## config.mk

```make
export PLATFORM = sky130hd
export DESIGN_NAME = chroma_edge_deblock_filter
export DESIGN_NICKNAME = d
export VERILOG_FILES = /design/src/cedf_pkg.sv /design/src/chroma_edge_deblock_filter.sv
export SDC_FILE = /design/constraint.sdc
export NUM_CORES = 1
export LEC_CHECK = 0
export BUFFER_PORTS_ARGS = -buffer_cell sky130_fd_sc_hd__buf_2
export CAP_MARGIN = 10
export CORE_ASPECT_RATIO = 0.5
export CORE_MARGIN = 8
export CORE_UTILIZATION = 60
export CTS_BUF_LIST = sky130_fd_sc_hd__clkbuf_4 sky130_fd_sc_hd__clkbuf_8 sky130_fd_sc_hd__clkbuf_16
export CTS_CLUSTER_SIZE = 8
export DETAILED_ROUTE_END_ITERATION = 16
export GPL_TIMING_DRIVEN = 1
export PLACE_DENSITY = 0.78
export SYNTH_ARGS = -nofsm -noshare
export SYNTH_HDL_FRONTEND = slang
export SYNTH_SLANG_ARGS = --single-unit
```

## constraint.sdc

```tcl
create_clock -name clk -period 7.3 [get_ports clk]
set_clock_uncertainty 0.05 [all_clocks]
set_input_delay 0.365 -clock clk [delete_from_list [all_inputs] [get_ports clk]]
set_output_delay 0.365 -clock clk [all_outputs]
set_load 0.01 [all_outputs]
```

## src/cedf_pkg.sv

```systemverilog
package cedf_pkg;

    localparam int SAMPLE_BITS_DEF = 14;
    localparam int DEPTH_MIN       = 8;
    localparam int DEPTH_CAP       = 14;
    localparam int QP_W            = 6;
    localparam int QP_MAX          = 51;
    localparam int TH_W            = 14;   // 255 << 6 still fits
    localparam int TC_W            = 12;   // 25 << 6, plus one
    localparam int OFS_W           = 5;
    localparam int DEPTH_W         = 4;
    localparam int MODE_W          = 2;
    localparam int BS_W            = 3;
    localparam int CFG_DATA_W      = 5;

    localparam logic [BS_W-1:0] BS_NONE   = 3'd0;
    localparam logic [BS_W-1:0] BS_ONE    = 3'd1;
    localparam logic [BS_W-1:0] BS_TWO    = 3'd2;
    localparam logic [BS_W-1:0] BS_STRONG = 3'd4;

    localparam logic [MODE_W-1:0] MODE_FILTER_ALL = 2'd0;

    typedef enum logic [1:0] {
        CFG_ALPHA_OFFSET = 2'd0,
        CFG_BETA_OFFSET  = 2'd1,
        CFG_BIT_DEPTH    = 2'd2,
        CFG_DISABLE_MODE = 2'd3
    } cfg_idx_t;

    localparam logic [7:0] ALPHA_TAB [0:51] = '{
        8'd0, 8'd0, 8'd0, 8'd0, 8'd0, 8'd0, 8'd0, 8'd0, 8'd0, 8'd0,
        8'd0, 8'd0, 8'd0, 8'd0, 8'd0, 8'd0, 8'd4, 8'd4, 8'd5, 8'd6,
        8'd7, 8'd8, 8'd9, 8'd10, 8'd12, 8'd13, 8'd15, 8'd17, 8'd20, 8'd22,
        8'd25, 8'd28, 8'd32, 8'd36, 8'd40, 8'd45, 8'd50, 8'd56, 8'd63, 8'd71,
        8'd80, 8'd90, 8'd101, 8'd113, 8'd127, 8'd144, 8'd162, 8'd182, 8'd203, 8'd226,
        8'd255, 8'd255
    };

    localparam logic [7:0] BETA_TAB [0:51] = '{
        8'd0, 8'd0, 8'd0, 8'd0, 8'd0, 8'd0, 8'd0, 8'd0, 8'd0, 8'd0,
        8'd0, 8'd0, 8'd0, 8'd0, 8'd0, 8'd0, 8'd2, 8'd2, 8'd2, 8'd3,
        8'd3, 8'd3, 8'd3, 8'd4, 8'd4, 8'd4, 8'd6, 8'd6, 8'd7, 8'd7,
        8'd8, 8'd8, 8'd9, 8'd9, 8'd10, 8'd10, 8'd11, 8'd11, 8'd12, 8'd12,
        8'd13, 8'd13, 8'd14, 8'd14, 8'd15, 8'd15, 8'd16, 8'd16, 8'd17, 8'd17,
        8'd18, 8'd18
    };

    localparam logic [7:0] TC0_BS1 [0:51] = '{
        8'd0, 8'd0, 8'd0, 8'd0, 8'd0, 8'd0, 8'd0, 8'd0, 8'd0, 8'd0,
        8'd0, 8'd0, 8'd0, 8'd0, 8'd0, 8'd0, 8'd0, 8'd0, 8'd0, 8'd0,
        8'd0, 8'd0, 8'd0, 8'd1, 8'd1, 8'd1, 8'd1, 8'd1, 8'd1, 8'd1,
        8'd1, 8'd1, 8'd1, 8'd2, 8'd2, 8'd2, 8'd2, 8'd3, 8'd3, 8'd3,
        8'd4, 8'd4, 8'd4, 8'd5, 8'd6, 8'd6, 8'd7, 8'd8, 8'd9, 8'd10,
        8'd11, 8'd13
    };

    localparam logic [7:0] TC0_BS2 [0:51] = '{
        8'd0, 8'd0, 8'd0, 8'd0, 8'd0, 8'd0, 8'd0, 8'd0, 8'd0, 8'd0,
        8'd0, 8'd0, 8'd0, 8'd0, 8'd0, 8'd0, 8'd0, 8'd0, 8'd0, 8'd0,
        8'd0, 8'd1, 8'd1, 8'd1, 8'd1, 8'd1, 8'd1, 8'd1, 8'd1, 8'd1,
        8'd1, 8'd2, 8'd2, 8'd2, 8'd2, 8'd3, 8'd3, 8'd3, 8'd4, 8'd4,
        8'd5, 8'd5, 8'd6, 8'd7, 8'd8, 8'd8, 8'd10, 8'd11, 8'd12, 8'd13,
        8'd15, 8'd17
    };

    localparam logic [7:0] TC0_BS3 [0:51] = '{
        8'd0, 8'd0, 8'd0, 8'd0, 8'd0, 8'd0, 8'd0, 8'd0, 8'd0, 8'd0,
        8'd0, 8'd0, 8'd0, 8'd0, 8'd0, 8'd0, 8'd0, 8'd1, 8'd1, 8'd1,
        8'd1, 8'd1, 8'd1, 8'd1, 8'd1, 8'd1, 8'd1, 8'd2, 8'd2, 8'd2,
        8'd2, 8'd3, 8'd3, 8'd3, 8'd4, 8'd4, 8'd4, 8'd5, 8'd6, 8'd6,
        8'd7, 8'd8, 8'd9, 8'd10, 8'd11, 8'd13, 8'd14, 8'd16, 8'd18, 8'd20,
        8'd23, 8'd25
    };

endpackage

```

## src/chroma_edge_deblock_filter.sv

```systemverilog
// Chroma edge deblocking filter, one sample row (p1 p0 | q0 q1) per word.
// Input: pulse start with the row, strength and both QPs; the word is taken
// on any clock edge where start is high and busy is low. busy stays low, so
// a new row can be issued every cycle.
// Output: done is high for exactly one cycle with p0_result, q0_result and
// was_filtered. The receiver cannot hold results off; every word shows up
// once, in issue order.
// Pipeline: done rises once the row has passed the input stage, table
// lookup, activity test and delta, and clamp and output register. Throughput is
// one row per cycle; the four register stages each carry a valid bit.
// Config: cfg_valid/cfg_ready with cfg_index (0 alpha offset, 1 beta offset,
// 2 bit depth, 3 disable mode) and cfg_data. cfg_ready is always high. Write
// only while no rows are in flight.
// Reset (rst_n low, async): pipeline valids clear, offsets and mode go to 0,
// bit depth to 8.
module chroma_edge_deblock_filter #(
    parameter int SAMPLE_BITS = cedf_pkg::SAMPLE_BITS_DEF
) (
    input  logic                            clk,
    input  logic                            rst_n,
    input  logic                            start,
    output logic                            busy,
    input  logic [SAMPLE_BITS-1:0]          p1_sample,
    input  logic [SAMPLE_BITS-1:0]          p0_sample,
    input  logic [SAMPLE_BITS-1:0]          q0_sample,
    input  logic [SAMPLE_BITS-1:0]          q1_sample,
    input  logic [cedf_pkg::BS_W-1:0]       edge_strength,
    input  logic [cedf_pkg::QP_W-1:0]       qp_left,
    input  logic [cedf_pkg::QP_W-1:0]       qp_right,
    input  logic                            neighbour_usable,
    input  logic                            cfg_valid,
    output logic                            cfg_ready,
    input  cedf_pkg::cfg_idx_t              cfg_index,
    input  logic [cedf_pkg::CFG_DATA_W-1:0] cfg_data,
    output logic                            done,
    output logic [SAMPLE_BITS-1:0]          p0_result,
    output logic [SAMPLE_BITS-1:0]          q0_result,
    output logic                            was_filtered
);
    import cedf_pkg::*;

    localparam int MAX_DEPTH = (SAMPLE_BITS < DEPTH_CAP) ? SAMPLE_BITS : DEPTH_CAP;
    localparam int CW = (SAMPLE_BITS > TH_W) ? SAMPLE_BITS : TH_W;
    localparam int DW = SAMPLE_BITS + 4;
    localparam int SW = SAMPLE_BITS + 2;
    localparam logic signed [DW-1:0] RND_D = DW'(4);
    localparam logic [SW-1:0] RND_S = SW'(2);

    // ---------------- configuration ----------------
    logic signed [OFS_W-1:0]   alpha_ofs_reg;
    logic signed [OFS_W-1:0]   beta_ofs_reg;
    logic [DEPTH_W-1:0]        depth_reg;
    logic [MODE_W-1:0]         mode_reg;

    assign cfg_ready = 1'b1;
    assign busy      = 1'b0;

    always_ff @(posedge clk or negedge rst_n)
    begin
        if (!rst_n)
        begin
            alpha_ofs_reg <= '0;
            beta_ofs_reg  <= '0;
            depth_reg     <= DEPTH_W'(DEPTH_MIN);
            mode_reg      <= '0;
        end
        else if (cfg_valid && cfg_ready)
        begin
            unique case (cfg_index)
                CFG_ALPHA_OFFSET: alpha_ofs_reg <= $signed(cfg_data[OFS_W-1:0]);
                CFG_BETA_OFFSET:  beta_ofs_reg  <= $signed(cfg_data[OFS_W-1:0]);
                CFG_BIT_DEPTH:    depth_reg     <= cfg_data[DEPTH_W-1:0];
                CFG_DISABLE_MODE: mode_reg      <= cfg_data[MODE_W-1:0];
                default:          mode_reg      <= mode_reg;
            endcase
        end
    end

    logic [DEPTH_W-1:0]     depth_eff;
    logic [2:0]             scale_sh;
    logic [SAMPLE_BITS:0]   pel_full;
    logic [SAMPLE_BITS-1:0] pel_max;

    always_comb
    begin
        if (depth_reg < DEPTH_W'(DEPTH_MIN))
            depth_eff = DEPTH_W'(DEPTH_MIN);
        else if (depth_reg > DEPTH_W'(MAX_DEPTH))
            depth_eff = DEPTH_W'(MAX_DEPTH);
        else
            depth_eff = depth_reg;
        scale_sh = 3'(depth_eff - DEPTH_W'(DEPTH_MIN));
        pel_full = ((SAMPLE_BITS+1)'(1) << depth_eff) - (SAMPLE_BITS+1)'(1);
        pel_max  = pel_full[SAMPLE_BITS-1:0];
    end

    // ---------------- stage 1: QP average, table indexes ----------------
    logic                   accept;
    logic [QP_W:0]          qp_sum;
    logic [QP_W-1:0]        qp_avg;
    logic signed [QP_W+1:0] ia_raw, ib_raw;
    logic [QP_W-1:0]        ia_next, ib_next;
    logic [BS_W-1:0]        bs_next;
    logic                   en_next;

    assign accept = start && !busy;

    always_comb
    begin
        qp_sum  = (QP_W+1)'(qp_left) + (QP_W+1)'(qp_right) + (QP_W+1)'(1);
        qp_avg  = qp_sum[QP_W:1];
        ia_raw  = $signed({2'b00, qp_avg}) + (QP_W+2)'(alpha_ofs_reg);
        ib_raw  = $signed({2'b00, qp_avg}) + (QP_W+2)'(beta_ofs_reg);
        if (ia_raw < 0)
            ia_next = '0;
        else if (ia_raw > (QP_W+2)'(QP_MAX))
            ia_next = QP_W'(QP_MAX);
        else
            ia_next = ia_raw[QP_W-1:0];
        if (ib_raw < 0)
            ib_next = '0;
        else if (ib_raw > (QP_W+2)'(QP_MAX))
            ib_next = QP_W'(QP_MAX);
        else
            ib_next = ib_raw[QP_W-1:0];
        bs_next = (edge_strength > BS_STRONG) ? BS_STRONG : edge_strength;
        en_next = (neighbour_usable || mode_reg == MODE_FILTER_ALL)
                  && edge_strength != BS_NONE;
    end

    logic                   s1_valid_reg;
    logic [SAMPLE_BITS-1:0] s1_p1_reg, s1_p0_reg, s1_q0_reg, s1_q1_reg;
    logic [QP_W-1:0]        s1_ia_reg, s1_ib_reg;
    logic [BS_W-1:0]        s1_bs_reg;
    logic                   s1_en_reg;

    always_ff @(posedge clk or negedge rst_n)
    begin
        if (!rst_n)
            s1_valid_reg <= 1'b0;
        else
            s1_valid_reg <= accept;
    end

    always_ff @(posedge clk)
    begin
        if (accept)
        begin
            s1_p1_reg <= p1_sample;
            s1_p0_reg <= p0_sample;
            s1_q0_reg <= q0_sample;
            s1_q1_reg <= q1_sample;
            s1_ia_reg <= ia_next;
            s1_ib_reg <= ib_next;
            s1_bs_reg <= bs_next;
            s1_en_reg <= en_next;
        end
    end

    // ---------------- stage 2: thresholds, tc, activity diffs ----------------
    logic [7:0]             tc0_raw;
    logic [TH_W-1:0]        alpha_next, beta_next;
    logic [TC_W-1:0]        tc_next;
    logic [SAMPLE_BITS-1:0] d_pq_next, d_q_next, d_p_next;

    always_comb
    begin
        case (s1_bs_reg)
            BS_ONE:  tc0_raw = TC0_BS1[s1_ia_reg];
            BS_TWO:  tc0_raw = TC0_BS2[s1_ia_reg];
            default: tc0_raw = TC0_BS3[s1_ia_reg];
        endcase
        alpha_next = TH_W'(ALPHA_TAB[s1_ia_reg]) << scale_sh;
        beta_next  = TH_W'(BETA_TAB[s1_ib_reg]) << scale_sh;
        tc_next    = (TC_W'(tc0_raw) << scale_sh) + TC_W'(1);
        d_pq_next  = (s1_q0_reg > s1_p0_reg) ? s1_q0_reg - s1_p0_reg : s1_p0_reg - s1_q0_reg;
        d_q_next   = (s1_q0_reg > s1_q1_reg) ? s1_q0_reg - s1_q1_reg : s1_q1_reg - s1_q0_reg;
        d_p_next   = (s1_p0_reg > s1_p1_reg) ? s1_p0_reg - s1_p1_reg : s1_p1_reg - s1_p0_reg;
    end

    logic                   s2_valid_reg;
    logic [SAMPLE_BITS-1:0] s2_p1_reg, s2_p0_reg, s2_q0_reg, s2_q1_reg;
    logic [SAMPLE_BITS-1:0] s2_dpq_reg, s2_dq_reg, s2_dp_reg;
    logic [TH_W-1:0]        s2_alpha_reg, s2_beta_reg;
    logic [TC_W-1:0]        s2_tc_reg;
    logic                   s2_strong_reg;
    logic                   s2_en_reg;

    always_ff @(posedge clk or negedge rst_n)
    begin
        if (!rst_n)
            s2_valid_reg <= 1'b0;
        else
            s2_valid_reg <= s1_valid_reg;
    end

    always_ff @(posedge clk)
    begin
        if (s1_valid_reg)
        begin
            s2_p1_reg     <= s1_p1_reg;
            s2_p0_reg     <= s1_p0_reg;
            s2_q0_reg     <= s1_q0_reg;
            s2_q1_reg     <= s1_q1_reg;
            s2_dpq_reg    <= d_pq_next;
            s2_dq_reg     <= d_q_next;
            s2_dp_reg     <= d_p_next;
            s2_alpha_reg  <= alpha_next;
            s2_beta_reg   <= beta_next;
            s2_tc_reg     <= tc_next;
            s2_strong_reg <= (s1_bs_reg == BS_STRONG);
            s2_en_reg     <= s1_en_reg;
        end
    end

    // ---------------- stage 3: decision, delta, strong taps ----------------
    logic                   pass_next;
    logic signed [DW-1:0]   sp1, sp0, sq0, sq1, raw, dlt, tc_s, delta_next;
    logic [SW-1:0]          sum_p, sum_q;

    always_comb
    begin
        pass_next = s2_en_reg
                    && CW'(s2_dpq_reg) < CW'(s2_alpha_reg)
                    && CW'(s2_dq_reg) < CW'(s2_beta_reg)
                    && CW'(s2_dp_reg) < CW'(s2_beta_reg);
        sp1  = $signed(DW'(s2_p1_reg));
        sp0  = $signed(DW'(s2_p0_reg));
        sq0  = $signed(DW'(s2_q0_reg));
        sq1  = $signed(DW'(s2_q1_reg));
        raw  = ((sq0 - sp0) <<< 2) + (sp1 - sq1) + RND_D;
        dlt  = raw >>> 3;   // floor division by 8
        tc_s = $signed(DW'(s2_tc_reg));
        if (dlt < -tc_s)
            delta_next = -tc_s;
        else if (dlt > tc_s)
            delta_next = tc_s;
        else
            delta_next = dlt;
        sum_p = {SW'(s2_p1_reg) << 1} + SW'(s2_p0_reg) + SW'(s2_q1_reg) + RND_S;
        sum_q = {SW'(s2_q1_reg) << 1} + SW'(s2_q0_reg) + SW'(s2_p1_reg) + RND_S;
    end

    logic                   s3_valid_reg;
    logic                   s3_pass_reg;
    logic                   s3_strong_reg;
    logic signed [DW-1:0]   s3_delta_reg;
    logic [SAMPLE_BITS-1:0] s3_p0_reg, s3_q0_reg, s3_sp0_reg, s3_sq0_reg;

    always_ff @(posedge clk or negedge rst_n)
    begin
        if (!rst_n)
            s3_valid_reg <= 1'b0;
        else
            s3_valid_reg <= s2_valid_reg;
    end

    always_ff @(posedge clk)
    begin
        if (s2_valid_reg)
        begin
            s3_pass_reg   <= pass_next;
            s3_strong_reg <= s2_strong_reg;
            s3_delta_reg  <= delta_next;
            s3_p0_reg     <= s2_p0_reg;
            s3_q0_reg     <= s2_q0_reg;
            s3_sp0_reg    <= sum_p[SW-1:2];
            s3_sq0_reg    <= sum_q[SW-1:2];
        end
    end

    // ---------------- stage 4: clamp and select ----------------
    logic signed [DW-1:0]   np_sum, nq_sum, pel_s;
    logic [SAMPLE_BITS-1:0] np_clip, nq_clip, p0_next, q0_next;

    always_comb
    begin
        pel_s  = $signed(DW'(pel_max));
        np_sum = $signed(DW'(s3_p0_reg)) + s3_delta_reg;
        nq_sum = $signed(DW'(s3_q0_reg)) - s3_delta_reg;
        if (np_sum < 0)
            np_clip = '0;
        else if (np_sum > pel_s)
            np_clip = pel_max;
        else
            np_clip = np_sum[SAMPLE_BITS-1:0];
        if (nq_sum < 0)
            nq_clip = '0;
        else if (nq_sum > pel_s)
            nq_clip = pel_max;
        else
            nq_clip = nq_sum[SAMPLE_BITS-1:0];
        if (!s3_pass_reg)
        begin
            p0_next = s3_p0_reg;
            q0_next = s3_q0_reg;
        end
        else if (s3_strong_reg)
        begin
            p0_next = s3_sp0_reg;
            q0_next = s3_sq0_reg;
        end
        else
        begin
            p0_next = np_clip;
            q0_next = nq_clip;
        end
    end

    logic                   done_reg;
    logic [SAMPLE_BITS-1:0] p0_res_reg, q0_res_reg;
    logic                   filt_reg;

    always_ff @(posedge clk or negedge rst_n)
    begin
        if (!rst_n)
            done_reg <= 1'b0;
        else
            done_reg <= s3_valid_reg;
    end

    always_ff @(posedge clk)
    begin
        if (s3_valid_reg)
        begin
            p0_res_reg <= p0_next;
            q0_res_reg <= q0_next;
            filt_reg   <= s3_pass_reg;
        end
    end

    assign done         = done_reg;
    assign p0_result    = p0_res_reg;
    assign q0_result    = q0_res_reg;
    assign was_filtered = filt_reg;

    // ---------------- checks ----------------
    a_latency: assert property (@(posedge clk) disable iff (!rst_n)
        accept |-> ##4 done)
        else $error("row did not come out after four cycles");

    a_unfiltered_passthru: assert property (@(posedge clk) disable iff (!rst_n)
        done && !was_filtered |->
            p0_result == $past(p0_sample, 4) && q0_result == $past(q0_sample, 4))
        else $error("unfiltered row changed its samples");

    a_no_filter_bs0: assert property (@(posedge clk) disable iff (!rst_n)
        done && was_filtered |-> $past(edge_strength, 4) != BS_NONE)
        else $error("row filtered with zero strength");

endmodule
```

### Word level (Yosys, flattened, before mapping)

Memory sizes are Yosys's and may differ from the RTL's.
Index checks and enable logic that the tools add are counted.

| storage, ports and cells | value |
|---|---|
| input bits | 83 |
| output and inout port bits | 32 |
| memories kept | 5 |
| word-level logic and storage cells | 146 |
| register bits after elaboration | 337 |
| memory bits (read-only) | 2560 |

| operators by class | value |
|---|---|
| shift operators | 4 |
| eq/ne operators | 6 |
| bitwise gates (word level) | 2 |
| muxes and demuxes | 28 |
| magnitude comparators | 21 |
| add/subtract/negate cells | 26 |
| reduce and logical (&&, ||, !) cells | 14 |

Memory list:

| memory | depth | width | rd ports | clocked after Yosys merged registers in | write ports | RTL line | RTL |
|---|---|---|---|---|---|---|---|
| (name not given) | 64 | 8 | 1 | 0 | 0 | chroma_edge_deblock_filter.sv:174 | `beta_next = TH_W'(BETA_TAB[s1_ib_reg]) << scale_sh;` |
| (name not given) | 64 | 8 | 1 | 0 | 0 | chroma_edge_deblock_filter.sv:173 | `alpha_next = TH_W'(ALPHA_TAB[s1_ia_reg]) << scale_sh;` |
| (name not given) | 64 | 8 | 1 | 0 | 0 | chroma_edge_deblock_filter.sv:171 | `default: tc0_raw = TC0_BS3[s1_ia_reg];` |
| (name not given) | 64 | 8 | 1 | 0 | 0 | chroma_edge_deblock_filter.sv:170 | `BS_TWO: tc0_raw = TC0_BS2[s1_ia_reg];` |
| (name not given) | 64 | 8 | 1 | 0 | 0 | chroma_edge_deblock_filter.sv:169 | `BS_ONE: tc0_raw = TC0_BS1[s1_ia_reg];` |

Operators by type and width:

| operator | count |
|---|---|
| two-way mux 14 bit | 11 |
| subtractor 14 bit | 6 |
| two-way mux 8 bit | 10 |
| > comparator 14 bit | 3 |
| less-than comparator 14 bit | 3 |
| > comparator 18 x 15 -> 1 bit | 2 |
| less-than comparator 18 x 1 -> 1 bit, second input constant | 2 |
| two-way mux 18 bit | 2 |
| adder 15 x 14 -> 16 bit | 2 |
| adder 16 x 14 -> 16 bit | 2 |
| adder 16 x 2 -> 16 bit, second input constant | 2 |
| subtractor 14 x 14 -> 15 bit | 2 |
| << shifter 8 x 3 -> 14 bit | 2 |
| adder 15 x 18 -> 18 bit | 1 |
| adder 17 x 15 -> 18 bit | 1 |
| adder 18 x 4 -> 18 bit, second input constant | 1 |
| less-than comparator 15 x 18 -> 1 bit | 1 |
| negation 12 -> 18 bit | 1 |
| subtractor 15 x 18 -> 18 bit | 1 |
| adder 7 x 5 -> 8 bit | 2 |
| > comparator 8 x 7 -> 1 bit, second input constant | 2 |
| less-than comparator 8 x 1 -> 1 bit, second input constant | 2 |
| one-hot mux 8 bit (2 select lines) | 1 |
| > comparator 15 x 13 -> 1 bit | 1 |
| 25 further kinds | 38 |

### Depth between registers and ports, before layout

| depth | value |
|---|---|
| depth in word-level cells | 10 |
| gate-level depth with buffers | 33 |
| depth with buffers taken out | 32 |

### Least setup slack after synthesis

OpenSTA, ideal clock, no wires.

| timing | value |
|---|---|
| path kind | register to register |
| from | reg s2_q0_reg[0] |
| to | reg s3_delta_reg[2] (data pin) |
| stages on the path, launching flop included | 30 |
| buffers on the path | 1 |
| path slack | 1.175 ns |
| setup time | 0.278 ns |
| data arrival time | 5.797 ns |
| clock period less this slack | 6.125 ns |
| path through | edfxtp_1 inv_1 ha_1 inv_1 fa_1 a21o_1 a21oi_1 o21ai_0 a21oi_1 nor2b_1 o21a_1 o21a_1 o21a_1 o41ai_1 xnor2_1 ha_1 ha_1 or3_1 o21ai_0 nor3_1 a211oi_2 ha_1 a21o_1 a21oi_1 nor3b_1 a32oi_1 and2_1 buf_2 o21ai_0 o311ai_0 |

| between the ends | value |
|---|---|
| cells in the longest elaborated chain, start to end | 6 |
| elaborated cells between the ends (all ways) | 7 |

Ends and longest elaborated chain:

| item | RTL line | RTL |
|---|---|---|
| from (decl) | chroma_edge_deblock_filter.sv:182 | `logic [SAMPLE_BITS-1:0] s2_p1_reg, s2_p0_reg, s2_q0_reg, s2_q1_reg;` |
| from (signal assigned) | chroma_edge_deblock_filter.sv:203 | `s2_q0_reg <= s1_q0_reg;` |
| subtractor 14 x 14 -> 15 bit * | chroma_edge_deblock_filter.sv:231 | `raw = ((sq0 - sp0) <<< 2) + (sp1 - sq1) + RND_D;` |
| adder 17 x 15 -> 18 bit * | chroma_edge_deblock_filter.sv:231 |  |
| adder 18 x 4 -> 18 bit * | chroma_edge_deblock_filter.sv:231 |  |
| > comparator 15 x 13 -> 1 bit | chroma_edge_deblock_filter.sv:236 | `else if (dlt > tc_s)` |
| two-way mux 18 bit | chroma_edge_deblock_filter.sv:236 |  |
| two-way mux 18 bit * | chroma_edge_deblock_filter.sv:234 | `if (dlt < -tc_s)` |
| named net delta_next[2] | chroma_edge_deblock_filter.sv:218 | `logic signed [DW-1:0] sp1, sp0, sq0, sq1, raw, dlt, tc_s, delta_next;` |
| to (signal assigned) | chroma_edge_deblock_filter.sv:264 | `s3_delta_reg <= delta_next;` |
| to (decl) | chroma_edge_deblock_filter.sv:247 | `logic signed [DW-1:0] s3_delta_reg;` |

The timed path passes the listed nets; every way through them passes the cells marked *.
A chain may end at the register's enable or synchronous reset.

### Final worst setup path

Same ends and word-level chain as after synthesis.

==> impl_metrics.yaml <==
logic_synthesis:
  netlist-cell-type-count: 95
  synth-edff-count: 315
  synth_ff_type: "edfxtp_1"
  avgSynthCellArea_sq_um: 10.1
  syn_inst: 2513
  synthArstFlopShare_pct: 5.97
  synth_area_sq_um: 25300
  yosysSeqAreaShare_pct: 39.4
  yosys_warnings: 0
  ys_ff_latch: 335
route:
  drc: 0
  drt-vias-per-instance: 6.21
  drtAntennaViolNets: 0
  drtPass1Iterations: 6
  via_count: 20200
  detail_route.wirelength_mm: 70.8
  drt_iter0_markers: 2315
  wire_per_inst_um: 21.7
place:
  io_buffers: 112
  gp_congestion: 0.979
  hpwl_mm: 54.1
run_status:
  status: "finished clean"
power:
  ir_drop_uv: 183
  pwr-share-comb_pct: 52.3
  p_int_uw: 6180
  p_seq_share_pct: 28.1
  p_switching_uw: 4490
  clockPowerShare_pct: 19.6
  p_leak_uw: 0.0123
  switching_share_pct: 42.1
  power_density_nw_per_um2: 376
grt:
  antenna_found_initial: 5
  track_usage_pct: 27.6
  grt_pass1_wl_mm: 108
  grt_pass1_vias: 19200
  grt.overflow.total: 0
  grt_max_degree: 75
setup_path:
  critPathCaptureType: "flop"
  crit_top_cell: "ha_1"
  cp_max_fo: 10
  cp_top_family: "compound AO/OA/AOI/OAI gates"
  cp.arrival_ps: 7070
  path_buf_inv: 2
  worstPathRequired_ps: 7590
  critPathSlowestCell: "a221oi_2"
  critPathKind: "flop to flop"
  startpoint_type: "flop"
  worst_path_largest_cell_delay_ps: 460
clock_tree:
  post-cts-setup-buffers: 0
  cts.sinks: 335
  clk_latency_ps: 560
  path_clk_slew_ps: 50
  htree_num_levels: 2
  numCtsBuffers: 48
  root_buffer: "clkbuf_16"
  cts_tree: "built"
  clockBufferDepth: 3
floorplan:
  ios: 115
  fp-row-count: 53
  die_w_um: 306
  die_area_sq_um: 49300
  initial_utilization_pct: 60.5
  core_area_sq_um: 41800
  die_h_um: 161
cells_and_area:
  final_common_cell: "ha_1"
  fin_nets: 3129
  syn_to_final_growth_pct: 12.2
  largest_reg_flops: 18
  drive_gt1_share_pct: 9.37
  nFillCells: 3186
  regArea_sq_um: 9970
  multi_input_area_sq_um: 14200
  final_cell_mix: "ha_1, edfxtp_1, inv_1"
flow_run:
  cap_violations: 0
timing:
  period_needed_ps: 6780
  finalSetupTns_ps: 0
  hold_viol_final: 0
  slew_headroom_pct: 24.9
  whs_ps: 31.9
  tightest_slew_ps: 1130
  setup_violations: 0
  finalMaxSlewViolations: 0
  rsz0062_at_grt: "false"
  min_period_over_period_pct: 92.9
  fmax_mhz: 148
worst_hold_path:
  min_path_type: "input pin to flop"
[kinds of logic (layout without fill, tap and decap cells)]
family / after synthesis / after routing / synth area share, %
AO/OA/AOI/OAI: 664 / 664 / 17.4
AND/OR/NAND/NOR: 660 / 660 / 12.6
adder cells (fa/ha/maj): 357 / 357 / 18.8
flip-flops: 335 / 335 / 39.4
buffers and inverters: 303 / 488 / 4.64
XOR/XNOR: 130 / 130 / 4.54
multiplexers: 62 / 62 / 2.58
other: 2 / 16 / 0.0297
[synth_stat cells, drive strengths merged (9+ instances only)]
| cell type | n | area share (%) |
|---|---|---|
| ha | 319 | 16 |
| edfxtp | 315 | 37 |
| inv | 231 | 3.4 |
| nor2 | 193 | 2.9 |
| a21oi | 166 | 3.3 |
| o21ai | 160 | 3.2 |
| nand2 | 152 | 2.3 |
| xnor2 | 95 | 3.3 |
| a21o | 76 | 2.3 |
| nor3 | 69 | 1.4 |
| nor2b | 56 | 1.4 |
| clkbuf | 49 | 0.73 |
| nand3 | 42 | 0.85 |
| mux2i | 41 | 1.6 |
| nand2b | 38 | 0.94 |
| fa | 37 | 2.9 |
| xor2 | 35 | 1.2 |
| a211oi | 32 | 1.0 |
| o21a | 29 | 0.86 |
| a22oi | 24 | 0.71 |
| and2 | 24 | 0.60 |
| o21bai | 24 | 0.71 |
| buf | 21 | 0.45 |
| mux2 | 21 | 0.95 |
| o211ai | 20 | 0.61 |
| dfrtp | 19 | 1.9 |
| nand4 | 19 | 0.47 |
| a31oi | 16 | 0.40 |
| and3 | 16 | 0.40 |
| or3 | 15 | 0.39 |
| a211o | 9 | 0.31 |
| a21boi | 9 | 0.27 |
| a221oi | 9 | 0.36 |
[metal layers]
| metal | vias to the layer above | part of all wire (%) | track usage (%) |
|---|---|---|---|
| li1 | 9506 | - | - |
| met1 | 9695 | 44 | 40.0 |
| met2 | 909 | 43 | 41.9 |
| met3 | 129 | 10 | 5.62 |
| met4 | 4 | 2.8 | 7.66 |
| met5 | - | 0.041 | 0 |
[layout make-up]
type / instances / share of cell area, %
Antenna cell: 2 / 0.0177
Clock buffer: 66 / 4.71
Clock inverter: 4 / 0.132
Inverter: 233 / 3.08
Multi-Input combinational cell: 1887 / 50.1
Sequential cell: 335 / 35.2
Tap cell: 550 / 2.43
Timing Repair Buffer: 185 / 4.42
[through the flow]
stage	area [sq um]	utilization [%]	instances	worst slack [ps]	total power (uW)
CTS	28300	67.8	3259	439	10500
finish	28400	67.9	3262	522	10700
global route	28300	67.9	3261	25.7	11400
detailed placement	26400	63.1	3131	503	8390
floorplan	25300	-	2525	1180	6980
global placement	26400	63.1	3131	636	8300
[power by group through the flow]
stage               logic, uW  clock network [uW]  registers [uW]
global placement         5290                   0            3010
detailed placement       5380                   0            3020
floorplan                4140                   0            2840
finish                   5580                2100            2990
global route             6160                2190            3020
CTS                      5450                2100            2980
[timing repair]
item	4_1_cts	5_1_grt
resized for setup	0	1
hold buffers	58	0
setup endpoints to repair	0	11
hold endpoints to repair	76	0
[path summary, 6_finish.rpt]
path / to / slack (ps) / depth (start not counted) / startpoint
worst max-delay path: s3_delta_reg[2] / 520 / 30 / s2_q0_reg[0]
worst min-delay path: beta_ofs_reg[4] / 30 / 2 / cfg_data[4]
worst max register to register: s3_delta_reg[2] / 520 / 30 / s2_q0_reg[0]
worst min register to register: s2_en_reg / 370 / 0 / s1_en_reg
max in group asynchronous: s1_valid_reg / 6470 / 2 / rst_n
min in group asynchronous: mode_reg[1] / 280 / 2 / rst_n
Note: power is estimated with default switching activity, not from simulation.
